==> src/clnib_pkg.sv <==
package clnib_pkg;

    // Request opcodes
    localparam logic [2:0] OP_INIT   = 3'd0;
    localparam logic [2:0] OP_CMD    = 3'd1;
    localparam logic [2:0] OP_CHAR   = 3'd2;
    localparam logic [2:0] OP_CURSOR = 3'd3;
    localparam logic [2:0] OP_BUSY   = 3'd4;

    // Pin action codes
    localparam logic [2:0] ACT_NIBBLE     = 3'd0;
    localparam logic [2:0] ACT_DELAY      = 3'd1;
    localparam logic [2:0] ACT_START_POLL = 3'd2;
    localparam logic [2:0] ACT_POLL       = 3'd3;
    localparam logic [2:0] ACT_RELEASE    = 3'd4;
    localparam logic [2:0] ACT_ERROR      = 3'd5;

    // Configuration register indexes
    localparam logic [1:0] CFG_POWERON_WAIT = 2'd0;
    localparam logic [1:0] CFG_CHAR_SETTLE  = 2'd1;
    localparam logic [1:0] CFG_CLEAR_SETTLE = 2'd2;

    localparam logic [15:0] POWERON_WAIT_RST = 16'd50000;
    localparam logic [15:0] CHAR_SETTLE_RST  = 16'd50000;
    localparam logic [15:0] CLEAR_SETTLE_RST = 16'd2000;

    // Job queue depth (power of two)
    localparam int QDEPTH = 2;
    localparam int QPTR_W = $clog2(QDEPTH);

    // Front-end protocol phase
    typedef enum logic {
        PHASE_IDLE,
        PHASE_POLL
    } phase_t;

    // Micro-ops walked by the back end, one pin action each
    typedef enum logic [4:0] {
        UOP_ERR,
        UOP_POLL,
        UOP_RELEASE,
        UOP_CLR_DLY,
        UOP_PWR_DLY,
        UOP_W3A,
        UOP_D10K,
        UOP_W3B,
        UOP_D100,
        UOP_W3C,
        UOP_W2,
        UOP_CMD_HI,
        UOP_CMD_LO,
        UOP_START_POLL,
        UOP_CHR_HI,
        UOP_CHR_LO,
        UOP_CHR_DLY,
        UOP_DONE
    } uop_t;

    typedef struct packed {
        uop_t       start_uop;
        logic [7:0] data;      // command or character byte
        logic       with_clr;  // release followed by clear settle delay
        logic       with_cmd;  // release followed by next init command
    } job_t;

    typedef struct packed {
        logic [15:0] poweron_wait_us;
        logic [15:0] char_settle_us;
        logic [15:0] clear_settle_us;
    } cfg_t;

    typedef struct packed {
        logic full;
        logic empty;
    } q_status_t;

endpackage

==> src/clnib_front.sv <==
module clnib_front (
    input  logic                aclk,
    input  logic                aresetn,
    input  logic                accept,
    input  logic [2:0]          opcode,
    input  logic [7:0]          value,
    input  logic [1:0]          row,
    input  logic [5:0]          column,
    input  logic                busy_req,
    output clnib_pkg::job_t     job
);

    clnib_pkg::phase_t phase_reg, phase_next;
    logic [2:0] init_step_reg, init_step_next;
    logic       clear_pending_reg, clear_pending_next;
    logic [2:0] step_norm;
    logic [7:0] init_byte;
    logic [7:0] cursor_addr;

    assign step_norm = (init_step_reg > 3'd4) ? 3'd0 : init_step_reg;

    // Remaining init commands after the function-set
    always_comb begin
        case (step_norm)
            3'd1:    init_byte = 8'h08;
            3'd2:    init_byte = 8'h01;
            3'd3:    init_byte = 8'h06;
            3'd4:    init_byte = 8'h0F;
            default: init_byte = 8'h28;
        endcase
    end

    assign cursor_addr = 8'h80 + {2'b00, column} + (row[0] ? 8'h40 : 8'h00);

    always_comb begin
        phase_next         = phase_reg;
        init_step_next     = step_norm;
        clear_pending_next = clear_pending_reg;
        job.start_uop      = clnib_pkg::UOP_ERR;
        job.data           = 8'h00;
        job.with_clr       = 1'b0;
        job.with_cmd       = 1'b0;

        if (phase_reg == clnib_pkg::PHASE_POLL) begin
            if (opcode != clnib_pkg::OP_BUSY) begin
                job.start_uop = clnib_pkg::UOP_ERR;
            end else if (busy_req) begin
                job.start_uop = clnib_pkg::UOP_POLL;
            end else begin
                job.start_uop      = clnib_pkg::UOP_RELEASE;
                job.with_clr       = clear_pending_reg;
                clear_pending_next = 1'b0;
                phase_next         = clnib_pkg::PHASE_IDLE;
                if (step_norm != 3'd0) begin
                    job.with_cmd   = 1'b1;
                    job.data       = init_byte;
                    init_step_next = (step_norm == 3'd4) ? 3'd0 : step_norm + 3'd1;
                    if (init_byte == 8'h01) begin
                        clear_pending_next = 1'b1;
                    end
                    phase_next = clnib_pkg::PHASE_POLL;
                end
            end
        end else begin
            phase_next = clnib_pkg::PHASE_IDLE;
            case (opcode)
                clnib_pkg::OP_INIT: begin
                    job.start_uop      = clnib_pkg::UOP_PWR_DLY;
                    job.data           = 8'h28;
                    clear_pending_next = 1'b0;
                    init_step_next     = 3'd1;
                    phase_next         = clnib_pkg::PHASE_POLL;
                end
                clnib_pkg::OP_CMD: begin
                    job.start_uop = clnib_pkg::UOP_CMD_HI;
                    job.data      = value;
                    if (value == 8'h01) begin
                        clear_pending_next = 1'b1;
                    end
                    phase_next = clnib_pkg::PHASE_POLL;
                end
                clnib_pkg::OP_CHAR: begin
                    job.start_uop = clnib_pkg::UOP_CHR_HI;
                    job.data      = value;
                end
                clnib_pkg::OP_CURSOR: begin
                    if (row <= 2'd1 && column <= 6'd39) begin
                        job.start_uop = clnib_pkg::UOP_CMD_HI;
                        job.data      = cursor_addr;
                        phase_next    = clnib_pkg::PHASE_POLL;
                    end else begin
                        job.start_uop = clnib_pkg::UOP_ERR;
                    end
                end
                default: begin
                    job.start_uop = clnib_pkg::UOP_ERR;
                end
            endcase
        end
    end

    always_ff @(posedge aclk) begin
        if (!aresetn) begin
            phase_reg         <= clnib_pkg::PHASE_IDLE;
            init_step_reg     <= 3'd0;
            clear_pending_reg <= 1'b0;
        end else if (accept) begin
            phase_reg         <= phase_next;
            init_step_reg     <= init_step_next;
            clear_pending_reg <= clear_pending_next;
        end
    end

endmodule

==> src/clnib_queue.sv <==
module clnib_queue (
    input  logic                  aclk,
    input  logic                  aresetn,
    input  logic                  push,
    input  clnib_pkg::job_t       push_job,
    input  logic                  pop,
    output clnib_pkg::job_t       head,
    output clnib_pkg::q_status_t  status
);

    clnib_pkg::job_t           mem [clnib_pkg::QDEPTH];
    logic [clnib_pkg::QPTR_W-1:0] wr_ptr_reg, rd_ptr_reg;
    logic [clnib_pkg::QPTR_W:0]   count_reg, count_next;

    assign status.full  = (count_reg == (clnib_pkg::QPTR_W+1)'(clnib_pkg::QDEPTH));
    assign status.empty = (count_reg == '0);
    assign head         = mem[rd_ptr_reg];

    always_comb begin
        count_next = count_reg;
        if (push && !pop) begin
            count_next = count_reg + 1'b1;
        end else if (pop && !push) begin
            count_next = count_reg - 1'b1;
        end
    end

    always_ff @(posedge aclk) begin
        if (push) begin
            mem[wr_ptr_reg] <= push_job;
        end
    end

    always_ff @(posedge aclk) begin
        if (!aresetn) begin
            wr_ptr_reg <= '0;
            rd_ptr_reg <= '0;
            count_reg  <= '0;
        end else begin
            if (push) begin
                wr_ptr_reg <= wr_ptr_reg + 1'b1;
            end
            if (pop) begin
                rd_ptr_reg <= rd_ptr_reg + 1'b1;
            end
            count_reg <= count_next;
        end
    end

endmodule

==> src/clnib_back.sv <==
module clnib_back (
    input  logic                  aclk,
    input  logic                  aresetn,
    input  clnib_pkg::cfg_t       cfg,
    input  clnib_pkg::job_t       head,
    input  logic                  q_empty,
    output logic                  pop,
    output logic                  m_valid,
    input  logic                  m_ready,
    output logic [2:0]            m_action,
    output logic                  m_reg_select,
    output logic                  m_read_write,
    output logic [3:0]            m_nibble,
    output logic [15:0]           m_wait_us,
    output logic                  m_last
);

    logic            busy_reg;
    clnib_pkg::uop_t uop_reg;
    clnib_pkg::uop_t uop_cur, uop_next;
    logic            out_free, emit, is_last;
    logic            m_valid_reg;
    logic [2:0]      act;
    logic            rs, rw;
    logic [3:0]      nib;
    logic [15:0]     dly;

    assign uop_cur  = busy_reg ? uop_reg : head.start_uop;
    assign out_free = !m_valid_reg || m_ready;
    assign emit     = !q_empty && out_free;
    assign is_last  = (uop_next == clnib_pkg::UOP_DONE);
    assign pop      = emit && is_last;

    // Sequence order; release branches on the job flags
    always_comb begin
        case (uop_cur)
            clnib_pkg::UOP_RELEASE: begin
                if (head.with_clr) begin
                    uop_next = clnib_pkg::UOP_CLR_DLY;
                end else if (head.with_cmd) begin
                    uop_next = clnib_pkg::UOP_CMD_HI;
                end else begin
                    uop_next = clnib_pkg::UOP_DONE;
                end
            end
            clnib_pkg::UOP_CLR_DLY: begin
                uop_next = head.with_cmd ? clnib_pkg::UOP_CMD_HI : clnib_pkg::UOP_DONE;
            end
            clnib_pkg::UOP_PWR_DLY:  uop_next = clnib_pkg::UOP_W3A;
            clnib_pkg::UOP_W3A:      uop_next = clnib_pkg::UOP_D10K;
            clnib_pkg::UOP_D10K:     uop_next = clnib_pkg::UOP_W3B;
            clnib_pkg::UOP_W3B:      uop_next = clnib_pkg::UOP_D100;
            clnib_pkg::UOP_D100:     uop_next = clnib_pkg::UOP_W3C;
            clnib_pkg::UOP_W3C:      uop_next = clnib_pkg::UOP_W2;
            clnib_pkg::UOP_W2:       uop_next = clnib_pkg::UOP_CMD_HI;
            clnib_pkg::UOP_CMD_HI:   uop_next = clnib_pkg::UOP_CMD_LO;
            clnib_pkg::UOP_CMD_LO:   uop_next = clnib_pkg::UOP_START_POLL;
            clnib_pkg::UOP_CHR_HI:   uop_next = clnib_pkg::UOP_CHR_LO;
            clnib_pkg::UOP_CHR_LO:   uop_next = clnib_pkg::UOP_CHR_DLY;
            default:                 uop_next = clnib_pkg::UOP_DONE;
        endcase
    end

    // Pin action for the current micro-op
    always_comb begin
        act = clnib_pkg::ACT_ERROR;
        rs  = 1'b0;
        rw  = 1'b0;
        nib = 4'h0;
        dly = 16'd0;
        case (uop_cur)
            clnib_pkg::UOP_POLL: begin
                act = clnib_pkg::ACT_POLL;
                rw  = 1'b1;
            end
            clnib_pkg::UOP_RELEASE: act = clnib_pkg::ACT_RELEASE;
            clnib_pkg::UOP_CLR_DLY: begin
                act = clnib_pkg::ACT_DELAY;
                dly = cfg.clear_settle_us;
            end
            clnib_pkg::UOP_PWR_DLY: begin
                act = clnib_pkg::ACT_DELAY;
                dly = cfg.poweron_wait_us;
            end
            clnib_pkg::UOP_W3A, clnib_pkg::UOP_W3B, clnib_pkg::UOP_W3C: begin
                act = clnib_pkg::ACT_NIBBLE;
                nib = 4'h3;
            end
            clnib_pkg::UOP_D10K: begin
                act = clnib_pkg::ACT_DELAY;
                dly = 16'd10000;
            end
            clnib_pkg::UOP_D100: begin
                act = clnib_pkg::ACT_DELAY;
                dly = 16'd100;
            end
            clnib_pkg::UOP_W2: begin
                act = clnib_pkg::ACT_NIBBLE;
                nib = 4'h2;
            end
            clnib_pkg::UOP_CMD_HI: begin
                act = clnib_pkg::ACT_NIBBLE;
                nib = head.data[7:4];
            end
            clnib_pkg::UOP_CMD_LO: begin
                act = clnib_pkg::ACT_NIBBLE;
                nib = head.data[3:0];
            end
            clnib_pkg::UOP_START_POLL: begin
                act = clnib_pkg::ACT_START_POLL;
                rw  = 1'b1;
            end
            clnib_pkg::UOP_CHR_HI: begin
                act = clnib_pkg::ACT_NIBBLE;
                rs  = 1'b1;
                nib = head.data[7:4];
            end
            clnib_pkg::UOP_CHR_LO: begin
                act = clnib_pkg::ACT_NIBBLE;
                rs  = 1'b1;
                nib = head.data[3:0];
            end
            clnib_pkg::UOP_CHR_DLY: begin
                act = clnib_pkg::ACT_DELAY;
                rs  = 1'b1;
                dly = cfg.char_settle_us;
            end
            default: act = clnib_pkg::ACT_ERROR;
        endcase
    end

    always_ff @(posedge aclk) begin
        if (!aresetn) begin
            busy_reg    <= 1'b0;
            uop_reg     <= clnib_pkg::UOP_DONE;
            m_valid_reg <= 1'b0;
        end else begin
            if (emit) begin
                busy_reg    <= !is_last;
                uop_reg     <= uop_next;
                m_valid_reg <= 1'b1;
            end else if (m_ready) begin
                m_valid_reg <= 1'b0;
            end
        end
    end

    always_ff @(posedge aclk) begin
        if (emit) begin
            m_action     <= act;
            m_reg_select <= rs;
            m_read_write <= rw;
            m_nibble     <= nib;
            m_wait_us    <= dly;
            m_last       <= is_last;
        end
    end

    assign m_valid = m_valid_reg;

endmodule

==> src/char_lcd_nibble_interface.sv <==
// Character LCD controller for a 4-bit HD44780-type bus. Each request beat
// (init, command, character, set cursor, busy sample) is turned into a run
// of pin-action beats on the m_ side: nibble strobes with RS/RW, delays in
// microseconds, busy-poll start and poll strobes, bus release, or an error.
// The final action of a request carries m_last. The front end classifies a
// request and updates the protocol state (poll phase, init progress, pending
// clear) in the cycle it is accepted; the job then sits in a two-entry queue
// until the back end plays it out at one action per cycle unless m_ready
// stalls the output. A request yields 1 action for errors and poll strobes,
// 3 for a command or character, up to 10 for init; the action sequencer is
// the limit. New requests are taken whenever the queue has room, also while
// earlier actions are still waiting at the output. Delay registers are
// written via cfg_we/cfg_index/cfg_wdata; the user must do so only while the
// block is idle, which the block does not enforce. An index beyond the list is ignored.
module char_lcd_nibble_interface (
    input  logic        aclk,
    input  logic        aresetn,

    // configuration
    input  logic        cfg_we,
    input  logic [1:0]  cfg_index,
    input  logic [15:0] cfg_wdata,

    // request channel
    input  logic        s_valid,
    output logic        s_ready,
    input  logic [2:0]  s_opcode,
    input  logic [7:0]  s_value,
    input  logic [1:0]  s_row,
    input  logic [5:0]  s_column,
    input  logic        s_busy_req,

    // action channel
    output logic        m_valid,
    input  logic        m_ready,
    output logic [2:0]  m_action,
    output logic        m_reg_select,
    output logic        m_read_write,
    output logic [3:0]  m_nibble,
    output logic [15:0] m_wait_us,
    output logic        m_last
);

    clnib_pkg::cfg_t      cfg_reg;
    clnib_pkg::job_t      new_job;
    clnib_pkg::job_t      head_job;
    clnib_pkg::q_status_t q_status;
    logic                 accept;
    logic                 pop;

    // front end takes a beat whenever the job queue has a free slot
    assign s_ready = !q_status.full;
    assign accept  = s_valid && s_ready;

    // delay registers
    always_ff @(posedge aclk) begin
        if (!aresetn) begin
            cfg_reg.poweron_wait_us <= clnib_pkg::POWERON_WAIT_RST;
            cfg_reg.char_settle_us  <= clnib_pkg::CHAR_SETTLE_RST;
            cfg_reg.clear_settle_us <= clnib_pkg::CLEAR_SETTLE_RST;
        end else if (cfg_we) begin
            case (cfg_index)
                clnib_pkg::CFG_POWERON_WAIT: cfg_reg.poweron_wait_us <= cfg_wdata;
                clnib_pkg::CFG_CHAR_SETTLE:  cfg_reg.char_settle_us  <= cfg_wdata;
                clnib_pkg::CFG_CLEAR_SETTLE: cfg_reg.clear_settle_us <= cfg_wdata;
                default: ;
            endcase
        end
    end

    // classify request, track poll/init state
    clnib_front u_front (
        .aclk     (aclk),
        .aresetn  (aresetn),
        .accept   (accept),
        .opcode   (s_opcode),
        .value    (s_value),
        .row      (s_row),
        .column   (s_column),
        .busy_req (s_busy_req),
        .job      (new_job)
    );

    // decouples request acceptance from action playback
    clnib_queue u_queue (
        .aclk     (aclk),
        .aresetn  (aresetn),
        .push     (accept),
        .push_job (new_job),
        .pop      (pop),
        .head     (head_job),
        .status   (q_status)
    );

    // action sequencer with registered output
    clnib_back u_back (
        .aclk         (aclk),
        .aresetn      (aresetn),
        .cfg          (cfg_reg),
        .head         (head_job),
        .q_empty      (q_status.empty),
        .pop          (pop),
        .m_valid      (m_valid),
        .m_ready      (m_ready),
        .m_action     (m_action),
        .m_reg_select (m_reg_select),
        .m_read_write (m_read_write),
        .m_nibble     (m_nibble),
        .m_wait_us    (m_wait_us),
        .m_last       (m_last)
    );

endmodule
==> config.mk <==
export PLATFORM = sky130hd
export DESIGN_NAME = char_lcd_nibble_interface
export DESIGN_NICKNAME = d
export VERILOG_FILES = /design/src/clnib_pkg.sv /design/src/clnib_front.sv /design/src/clnib_queue.sv /design/src/clnib_back.sv /design/src/char_lcd_nibble_interface.sv
export SDC_FILE = /design/constraint.sdc
export NUM_CORES = 1
export LEC_CHECK = 0
export ABC_CLOCK_PERIOD_IN_PS = 3100
export BUFFER_PORTS_ARGS = -buffer_cell sky130_fd_sc_hd__buf_2
export CAP_MARGIN = 20
export CORE_MARGIN = 8
export CORE_UTILIZATION = 58
export DETAILED_ROUTE_END_ITERATION = 10
export PLACE_DENSITY = 0.79
export SLEW_MARGIN = 10
export SYNTH_ARGS = -nofsm -noshare
export SYNTH_HDL_FRONTEND = slang
export SYNTH_SLANG_ARGS = --single-unit
==> constraint.sdc <==
create_clock -name aclk -period 3.1 [get_ports aclk]
set_input_delay 0.465 -clock aclk [delete_from_list [all_inputs] [get_ports aclk]]
set_output_delay 0.465 -clock aclk [all_outputs]
set_load 0.05 [all_outputs]
# After elaboration in Yosys (flattened, before gate mapping)
# Memories as Yosys holds them, arrays and structs flattened. A register that Yosys moved wholly into a read port is not among the register bits.
# Cells that the tools add are included.
# classes
add_sub_neg	7
order_cmp	3
eq_ne	33
mux	50
n_reduce_logical	33
# op_table
cell	count
$pmux 16 s5	1
$pmux 5 s13	1
$eq 5x4->1 const B	8
$pmux 4 s4	2
$pmux 6 s4	1
$pmux 8 s3	1
$mux 3	7
$eq 5x3->1 const B	4
$mux 10	2
$mux 5	4
$mux 1	19
$pmux 3 s5	1
$mux 13	1
$eq 3x2->1 const B	4
$eq 5x2->1 const B	2
$eq 5x5->1 const B	2
$reduce_or 2->1	5
$add 8x6->8 const A	1
$add 8x8->8	1
$eq 8x1->1 const B	1
$mux 2	4
$mux 8	1
$reduce_or 8->1	1
$mux 7	1
30 further kinds	51
# word_totals
register_bits	90
ram_bits	30
inputBits	43
output_inout_bits	28
mem_count	1
# mem_list
name	depth	width	read_ports	rd_ports_with_merged_regs	wr	line	text
u_queue.mem	2	15	1	1	1	clnib_queue.sv:11	clnib_pkg::job_t mem [clnib_pkg::QDEPTH];

# Depth between registers and ports, before layout
# Gate-level depths: netlist of run 1.
# depth
ltp_word	10
depth_mapped	11

# Cells and area by module
# From an unflattened synthesis of run 1, not the netlist that was laid out.
# unflattened
cells_unflattened	548
area_unflattened_um2	5875.6
# modules_own_cells
module	n_inst	cells_per_inst	area_each_um2	seq_area_each_um2
clnib_back	1	190	1933.1	920.9
char_lcd_nibble_interface	1	185	1885.6	960.9
clnib_queue	1	69	1301.2	1001.0
clnib_front	1	104	755.7	100.1

# Worst setup path after synthesis of run 1
# OpenSTA, ideal clock, no wires.
# synth_timing
kind	reg2reg
startpoint	register (tool-made name)
endpoint	register u_queue.count_reg[1] (netlist bit)
setup_time_ps	76
arrival_time_ps	2685
path_slack_ps	339
path_stages_with_launch	11
cell_sequence	dfxtp_1 -> buf_6 -> mux2i_1 -> or4_4 -> a2111oi_4 -> a211oi_2 -> a311oi_4 -> inv_1 -> ha_1 -> or3_1 -> a21boi_0
# synth_lines
item	line	text
end signal: assignment	clnib_queue.sv:46	count_reg <= count_next;
end: declaration	clnib_queue.sv:13	logic [clnib_pkg::QPTR_W:0] count_reg, count_next;

==> results of run 1 <==
[worst max-delay path, delay by kind of cell, from the launching register on]
family	cells	cell delay [ps]
AOI/OAI and AO/OA	4	890
adders and majority gates	1	330
buffers and inverters	1	80
DFF	1	390
muxes	1	130
and+or+nand+nor	2	940
[final cells by class]
cell class	count	area [um^2]
sequential	119	2920
fill	690	2650
inverter	19	71.3
timing repair buffer	87	482
clock buffer	20	489
multi-input combinational	390	2340
tap	111	139
clock inverter	12	97.6
[cells by family (layout without fill, tap and decap cells)]
kind of cell,Yosys count,in the layout
adder cells (fa/ha/maj),7,7
flip-flops,119,119
AND/OR/NAND/NOR,228,228
XOR/XNOR,5,5
buffers and inverters,48,138
multiplexers,16,16
AO/OA/AOI/OAI,134,134
[path summary, 6_finish.rpt]
kind / start / to / slack, ps / depth (start not counted)
max: register / u_queue.count_reg[1] / 270 / 9
min: cfg_wdata[14] / cfg_reg[46] / 190 / 3
max reg2reg: register / u_queue.count_reg[1] / 270 / 9
min reg2reg: cfg_reg[29] / cfg_reg[29] / 470 / 2
[placed cells by master, fill, tap and decap left out, types with 16 or more instances in the layout]
cell type	n
buf_2	70
a21oi_1	16
edfxtp_1	54
nand3_1	23
buf_4	16
a21boi_0	33
nand2_1	133
dfxtp_1	64
inv_1	18
o21ai_0	19
clkbuf_16	19
nor2_1	26
[through the flow]
stage	cell area [um^2]	utilization, %	setup WS (ps)	instances	hold slack, ps
2_1_floorplan	5450	-	339	557	439
3_3_place_gp	5940	64.6	286	726	449
4_1_cts	6530	71.0	123	758	173
6_report	6540	71.1	266	758	189
5_1_grt	6540	71.1	92.4	758	191
3_5_place_dp	5940	64.6	153	726	456
[power by group]
group / internal [mW] / leakage [nW] / switching [mW]
logic: 0.639 / 1.25 / 1.55
registers: 2.03 / 1.06 / 0.138
clock network: 1.14 / 0.290 / 0.737
total: 3.82 / 2.60 / 2.43
[per-layer routing]
layer  global-route usage [%]  vias up
met1                     27.1     2124
met5                        0        -
met3                     4.26       12
li1                         -     2171
met4                     6.75        0
met2                     33.2      168
==> impl_metrics.py, run 1 <==
metrics = {
    "outcome": {
        "status": "finished, final reports clean",
    },
    "worst_setup_path": {
        "max_stage_delay_ps": 560,
        "crit_required_ps": 3540,
        "worstSetupPathType": "register to register",
        "critPathLaunchType": "register",
        "crit_arrival_ps": 3270,
        "cp_cell_sequence": "mux2i_1 > or4_4 > a2111oi_4 > a211oi_2 > a311oi_4 > inv_1 > ha_1 > or3_1 > a21boi_0",
        "critPathSlowestCell": "or4_4",
        "end_kind": "register",
        "cp_max_fo": 6,
    },
    "global_route": {
        "grt_max_degree": 43,
        "grt_pass1_wl_um": 20900,
        "track_usage_pct": 20.6,
        "grt_pass1_vias": 4268,
        "gr-total-overflow": 0,
        "antenna_found_initial": 0,
    },
    "timing": {
        "hold_viol_final": 0,
        "timing.final.crit_share_pct": 91.4,
        "grt_setup_unrepaired": "false",
        "max_freq_ghz": 0.353,
        "slew_viol_final": 0,
        "min_period_ps": 2830,
        "setup_tns_ps": 0,
        "worst_slew_pin_slew_ps": 774,
        "finalSetupViolations": 0,
        "fin_skew_ps": 11.2,
        "relSlewSlack_pct": 48.2,
    },
    "synth": {
        "synth_top_area_share_pct": 29.8,
        "netlist_area_um2": 5450,
        "syn_avg_cell_area_um2": 9.78,
        "synth_area_leaders": "edfxtp_1 (30%), dfxtp_1 (24%), nand2_1 (9.2%)",
        "synth_xor_area_share_pct": 0.803,
        "synth_warnings": 0,
        "synth-compound-area-share_pct": 18.3,
        "async_flop_share_pct": 0,
        "synth_most_common_cell": "nand2_1",
        "ys_types": 63,
        "yosysSeqAreaShare_pct": 53.6,
        "synthAdderAreaFrac_pct": 1.56,
        "netlist_instances": 557,
        "synth_largest_area_cell": "edfxtp_1",
        "synthSimpleGateAreaFrac_pct": 19.2,
        "syn_nets": 606,
        "synth_top_family_by_area": "simple AND/OR/NAND/NOR gates",
        "ys_ff_latch": 119,
        "synth_edf_count": 54,
        "synth.mux.area_fraction_pct": 2.98,
        "synth_common_cells": "nand2_1 (133), dfxtp_1 (65), edfxtp_1 (54)",
        "synth_ff_type": "dfxtp_1",
    },
    "final_layout": {
        "largest_register_ff_count": 48,
        "area_growth_pct": 20.0,
        "final_layout_size_suffix_gt1_share_pct": 20.9,
        "antenna_cells": 0,
        "nNetsFinal": 683,
    },
    "detailed_routing": {
        "wl_met1_um": 5720,
        "wl_per_cell_um": 17.4,
        "drt_first_pass_iters": 7,
        "vias": 4475,
        "postRouteAntennaNets": 0,
        "route.met3.wl_um": 957,
        "drc": 0,
        "wl_um": 13200,
        "vias_per_cell": 5.90,
        "drt_iter0_drc": 465,
        "wl_met2_um": 6390,
        "routed.top_layer": "met4",
    },
    "power": {
        "peakVddDrop_v": 0.000584,
        "power.leakage_nw": 2.60,
        "p_total_mw": 6.25,
        "powerDensity_nw_per_um2": 955,
    },
    "clock_network": {
        "clk_path_buf_depth": 2,
        "cts_tree": "done",
        "post_cts_buffers": 0,
        "cts_sinks": 119,
        "cts_hold_buf": 0,
        "cts_buffers": 17,
        "cts_resized": 0,
        "clock_tree.root_cell": "clkbuf_8",
        "clk_pin_slew_worst_paths_ps": 60,
        "ctsHtreeMaxLevel": 4,
        "worst_skew_pair.late_latency_ps": 510,
    },
    "floorplanning": {
        "die_y_um": 113,
        "ios": 71,
        "coreArea_um2": 9200,
        "die_w_um": 113,
        "row_count": 35,
        "initial_core_util_pct": 59.3,
        "dieArea_um2": 12800,
    },
    "flow_run": {
        "max-cap-violations": 0,
    },
    "min_path": {
        "hp-class": "input pin to register",
    },
    "placement": {
        "gp_congestion": 0.872,
        "hpwlAfterDp_um": 8860,
        "io_buffers": 70,
    },
}
Power figures use the tool's default switching activity.
==> run 2: changes to the inputs <==
- ABC_CLOCK_PERIOD_IN_PS: 3100 -> 2700
- clock period: 3.1 -> 2.7 ns (I/O delays scaled with it)
==> run 2 against run 1 <==
  * The flow now finishes with violations (negative setup slack)
  * Register-to-register slack got worse by 280 ps
  * Final cell count rose by 1.6%
  * Wire length rose by 2.0%
  * Clock skew rose by 1.0 ps
  * Setup slack got worse by 280 ps
  * Total power rose by 17%
  * Final area rose by 1.5%
  * Critical endpoint unchanged
  * Largest power group unchanged
==> impl_metrics.py, run 2 (synthesis gave the netlist of run 1 again) <==
metrics = {
    "timing": {
        "slew_viol_final": 0,
        "timing.final.crit_share_pct": 100,
        "finalSetupViolations": 1,
        "max_freq_ghz": 0.369,
        "setup_tns_ps": -10.0,
        "min_period_ps": 2710,
        "worst_slew_pin_slew_ps": 951,
        "grt_setup_unrepaired": "true",
        "hold_viol_final": 0,
        "fin_ws_ps": -10.0,
        "relSlewSlack_pct": 36.0,
        "fin_skew_ps": 12.3,
    },
    "final_layout": {
        "most-common-layout-cells": "nand2_1 (133), buf_2 (70), dfxtp_1 (64)",
        "area_growth_pct": 21.9,
        "layout_commonest_cell": "nand2_1",
        "antenna_cells": 0,
        "final_layout_size_suffix_gt1_share_pct": 22.6,
        "nNetsFinal": 695,
        "largest_register_ff_count": 48,
    },
    "worst_setup_path": {
        "worstSetupPathType": "register to register",
        "critPathLaunchType": "register",
        "cp_max_fo": 3,
        "end_kind": "register",
        "crit_arrival_ps": 3160,
        "crit_required_ps": 3150,
    },
    "floorplanning": {
        "die_y_um": 113,
        "coreArea_um2": 9200,
        "ios": 71,
        "initial_core_util_pct": 59.3,
        "die_w_um": 113,
        "row_count": 35,
        "dieArea_um2": 12800,
    },
    "detailed_routing": {
        "wl_met1_um": 6050,
        "wl_met2_um": 6220,
        "postRouteAntennaNets": 0,
        "vias_per_cell": 5.93,
        "wl_um": 13400,
        "drc": 0,
        "drt_first_pass_iters": 6,
        "drt_iter0_drc": 418,
        "wl_per_cell_um": 17.5,
        "vias": 4568,
        "route.met3.wl_um": 878,
        "routed.top_layer": "met4",
    },
    "power": {
        "powerDensity_nw_per_um2": 1100,
        "peakVddDrop_v": 0.000582,
        "power.leakage_nw": 2.65,
    },
    "clock_network": {
        "cts_buffers": 17,
        "clk_pin_slew_worst_paths_ps": 60,
        "clock_tree.root_cell": "clkbuf_8",
        "worst_skew_pair.late_latency_ps": 520,
        "cts_sinks": 119,
        "cts_hold_buf": 0,
        "cts_tree": "done",
        "ctsHtreeMaxLevel": 4,
        "clk_path_buf_depth": 2,
    },
    "flow_run": {
        "max-cap-violations": 0,
    },
    "outcome": {
        "status": "finished with violations",
        "violations": "negative setup slack",
    },
    "global_route": {
        "grt_pass1_vias": 4603,
        "antenna_found_initial": 0,
        "track_usage_pct": 22.0,
        "grt_pass1_wl_um": 22500,
        "grt_max_degree": 50,
        "gr-total-overflow": 0,
    },
    "placement": {
        "io_buffers": 70,
        "post-place-ws_ps": -45.1,
        "hpwlAfterDp_um": 8980,
        "gp_congestion": 0.859,
    },
    "min_path": {
        "hp-class": "input pin to register",
    },
}
run 2: cell count changes in the layout (fill, tap and decap cells not counted), sizes merged:
cell and delta:
clkinvlp +2, clkinv +2, inv -4, buf +12
run 2: report_power, final:
group | internal, mW | switching (mW)
sequential | 2.33 | 0.135
clock | 1.27 | 0.836
combinational | 0.897 | 1.87
total | 4.50 | 2.84
run 2: metrics by stage:
step                      cell area (um^2)  total power [mW]  std cells  hold slack (ps)  utilization [%]
after floorplan                       5450              4.34        557              439                -
after CTS                             6630              7.32        770              113             72.1
after global routing                  6640              7.66        770              126             72.2
after global placement                6050              5.13        737              449             65.8
final                                 6640              7.33        770              130             72.2
after detailed placement              6050              5.18        737              457             65.8
run 2: critical path, stage by stage (launching register included):
cell,delay [ps]
edfxtp_1,420
nor3b_1,160
or4_4,510
a2111oi_4,330
a211oi_2,90
a311oi_4,300
inv_2,80
ha_4,160
xor2_1,140
or3_1,320
a21boi_1,140
run 2: path summary, 6_finish.rpt:
kind	start	end	depth (start not counted)	slack, ps
min	cfg_wdata[4]	cfg_reg[4]	3	130
min reg2reg	cfg_reg[29]	cfg_reg[29]	2	460
max	u_queue.mem[0][1]	u_queue.count_reg[1]	10	-10
max reg2reg	u_queue.mem[0][1]	u_queue.count_reg[1]	10	-10
run 2: layer usage:
metal	global-route usage (%)	vias to the layer above
li1	-	2194
met1	28.4	2158
met2	34.7	188
met3	5.80	28
met4	8.44	0
met5	0	-
run 2: what timing repair did:
action | in CTS | in global routing
pin swaps | 0 | 0
setup endpoints to repair | 2 | 2
setup buffers | 1 | 0
resized for setup | 4 | 2
run 2: cell type report:
type                            instances  area [um^2]
Sequential cell                       119         2920
Fill cell                             687         2550
Multi-Input combinational cell        390         2340
Timing Repair Buffer                   99          597
Clock buffer                           20          478
Tap cell                              111          139
Clock inverter                         12         88.8
Inverter                               19         71.3
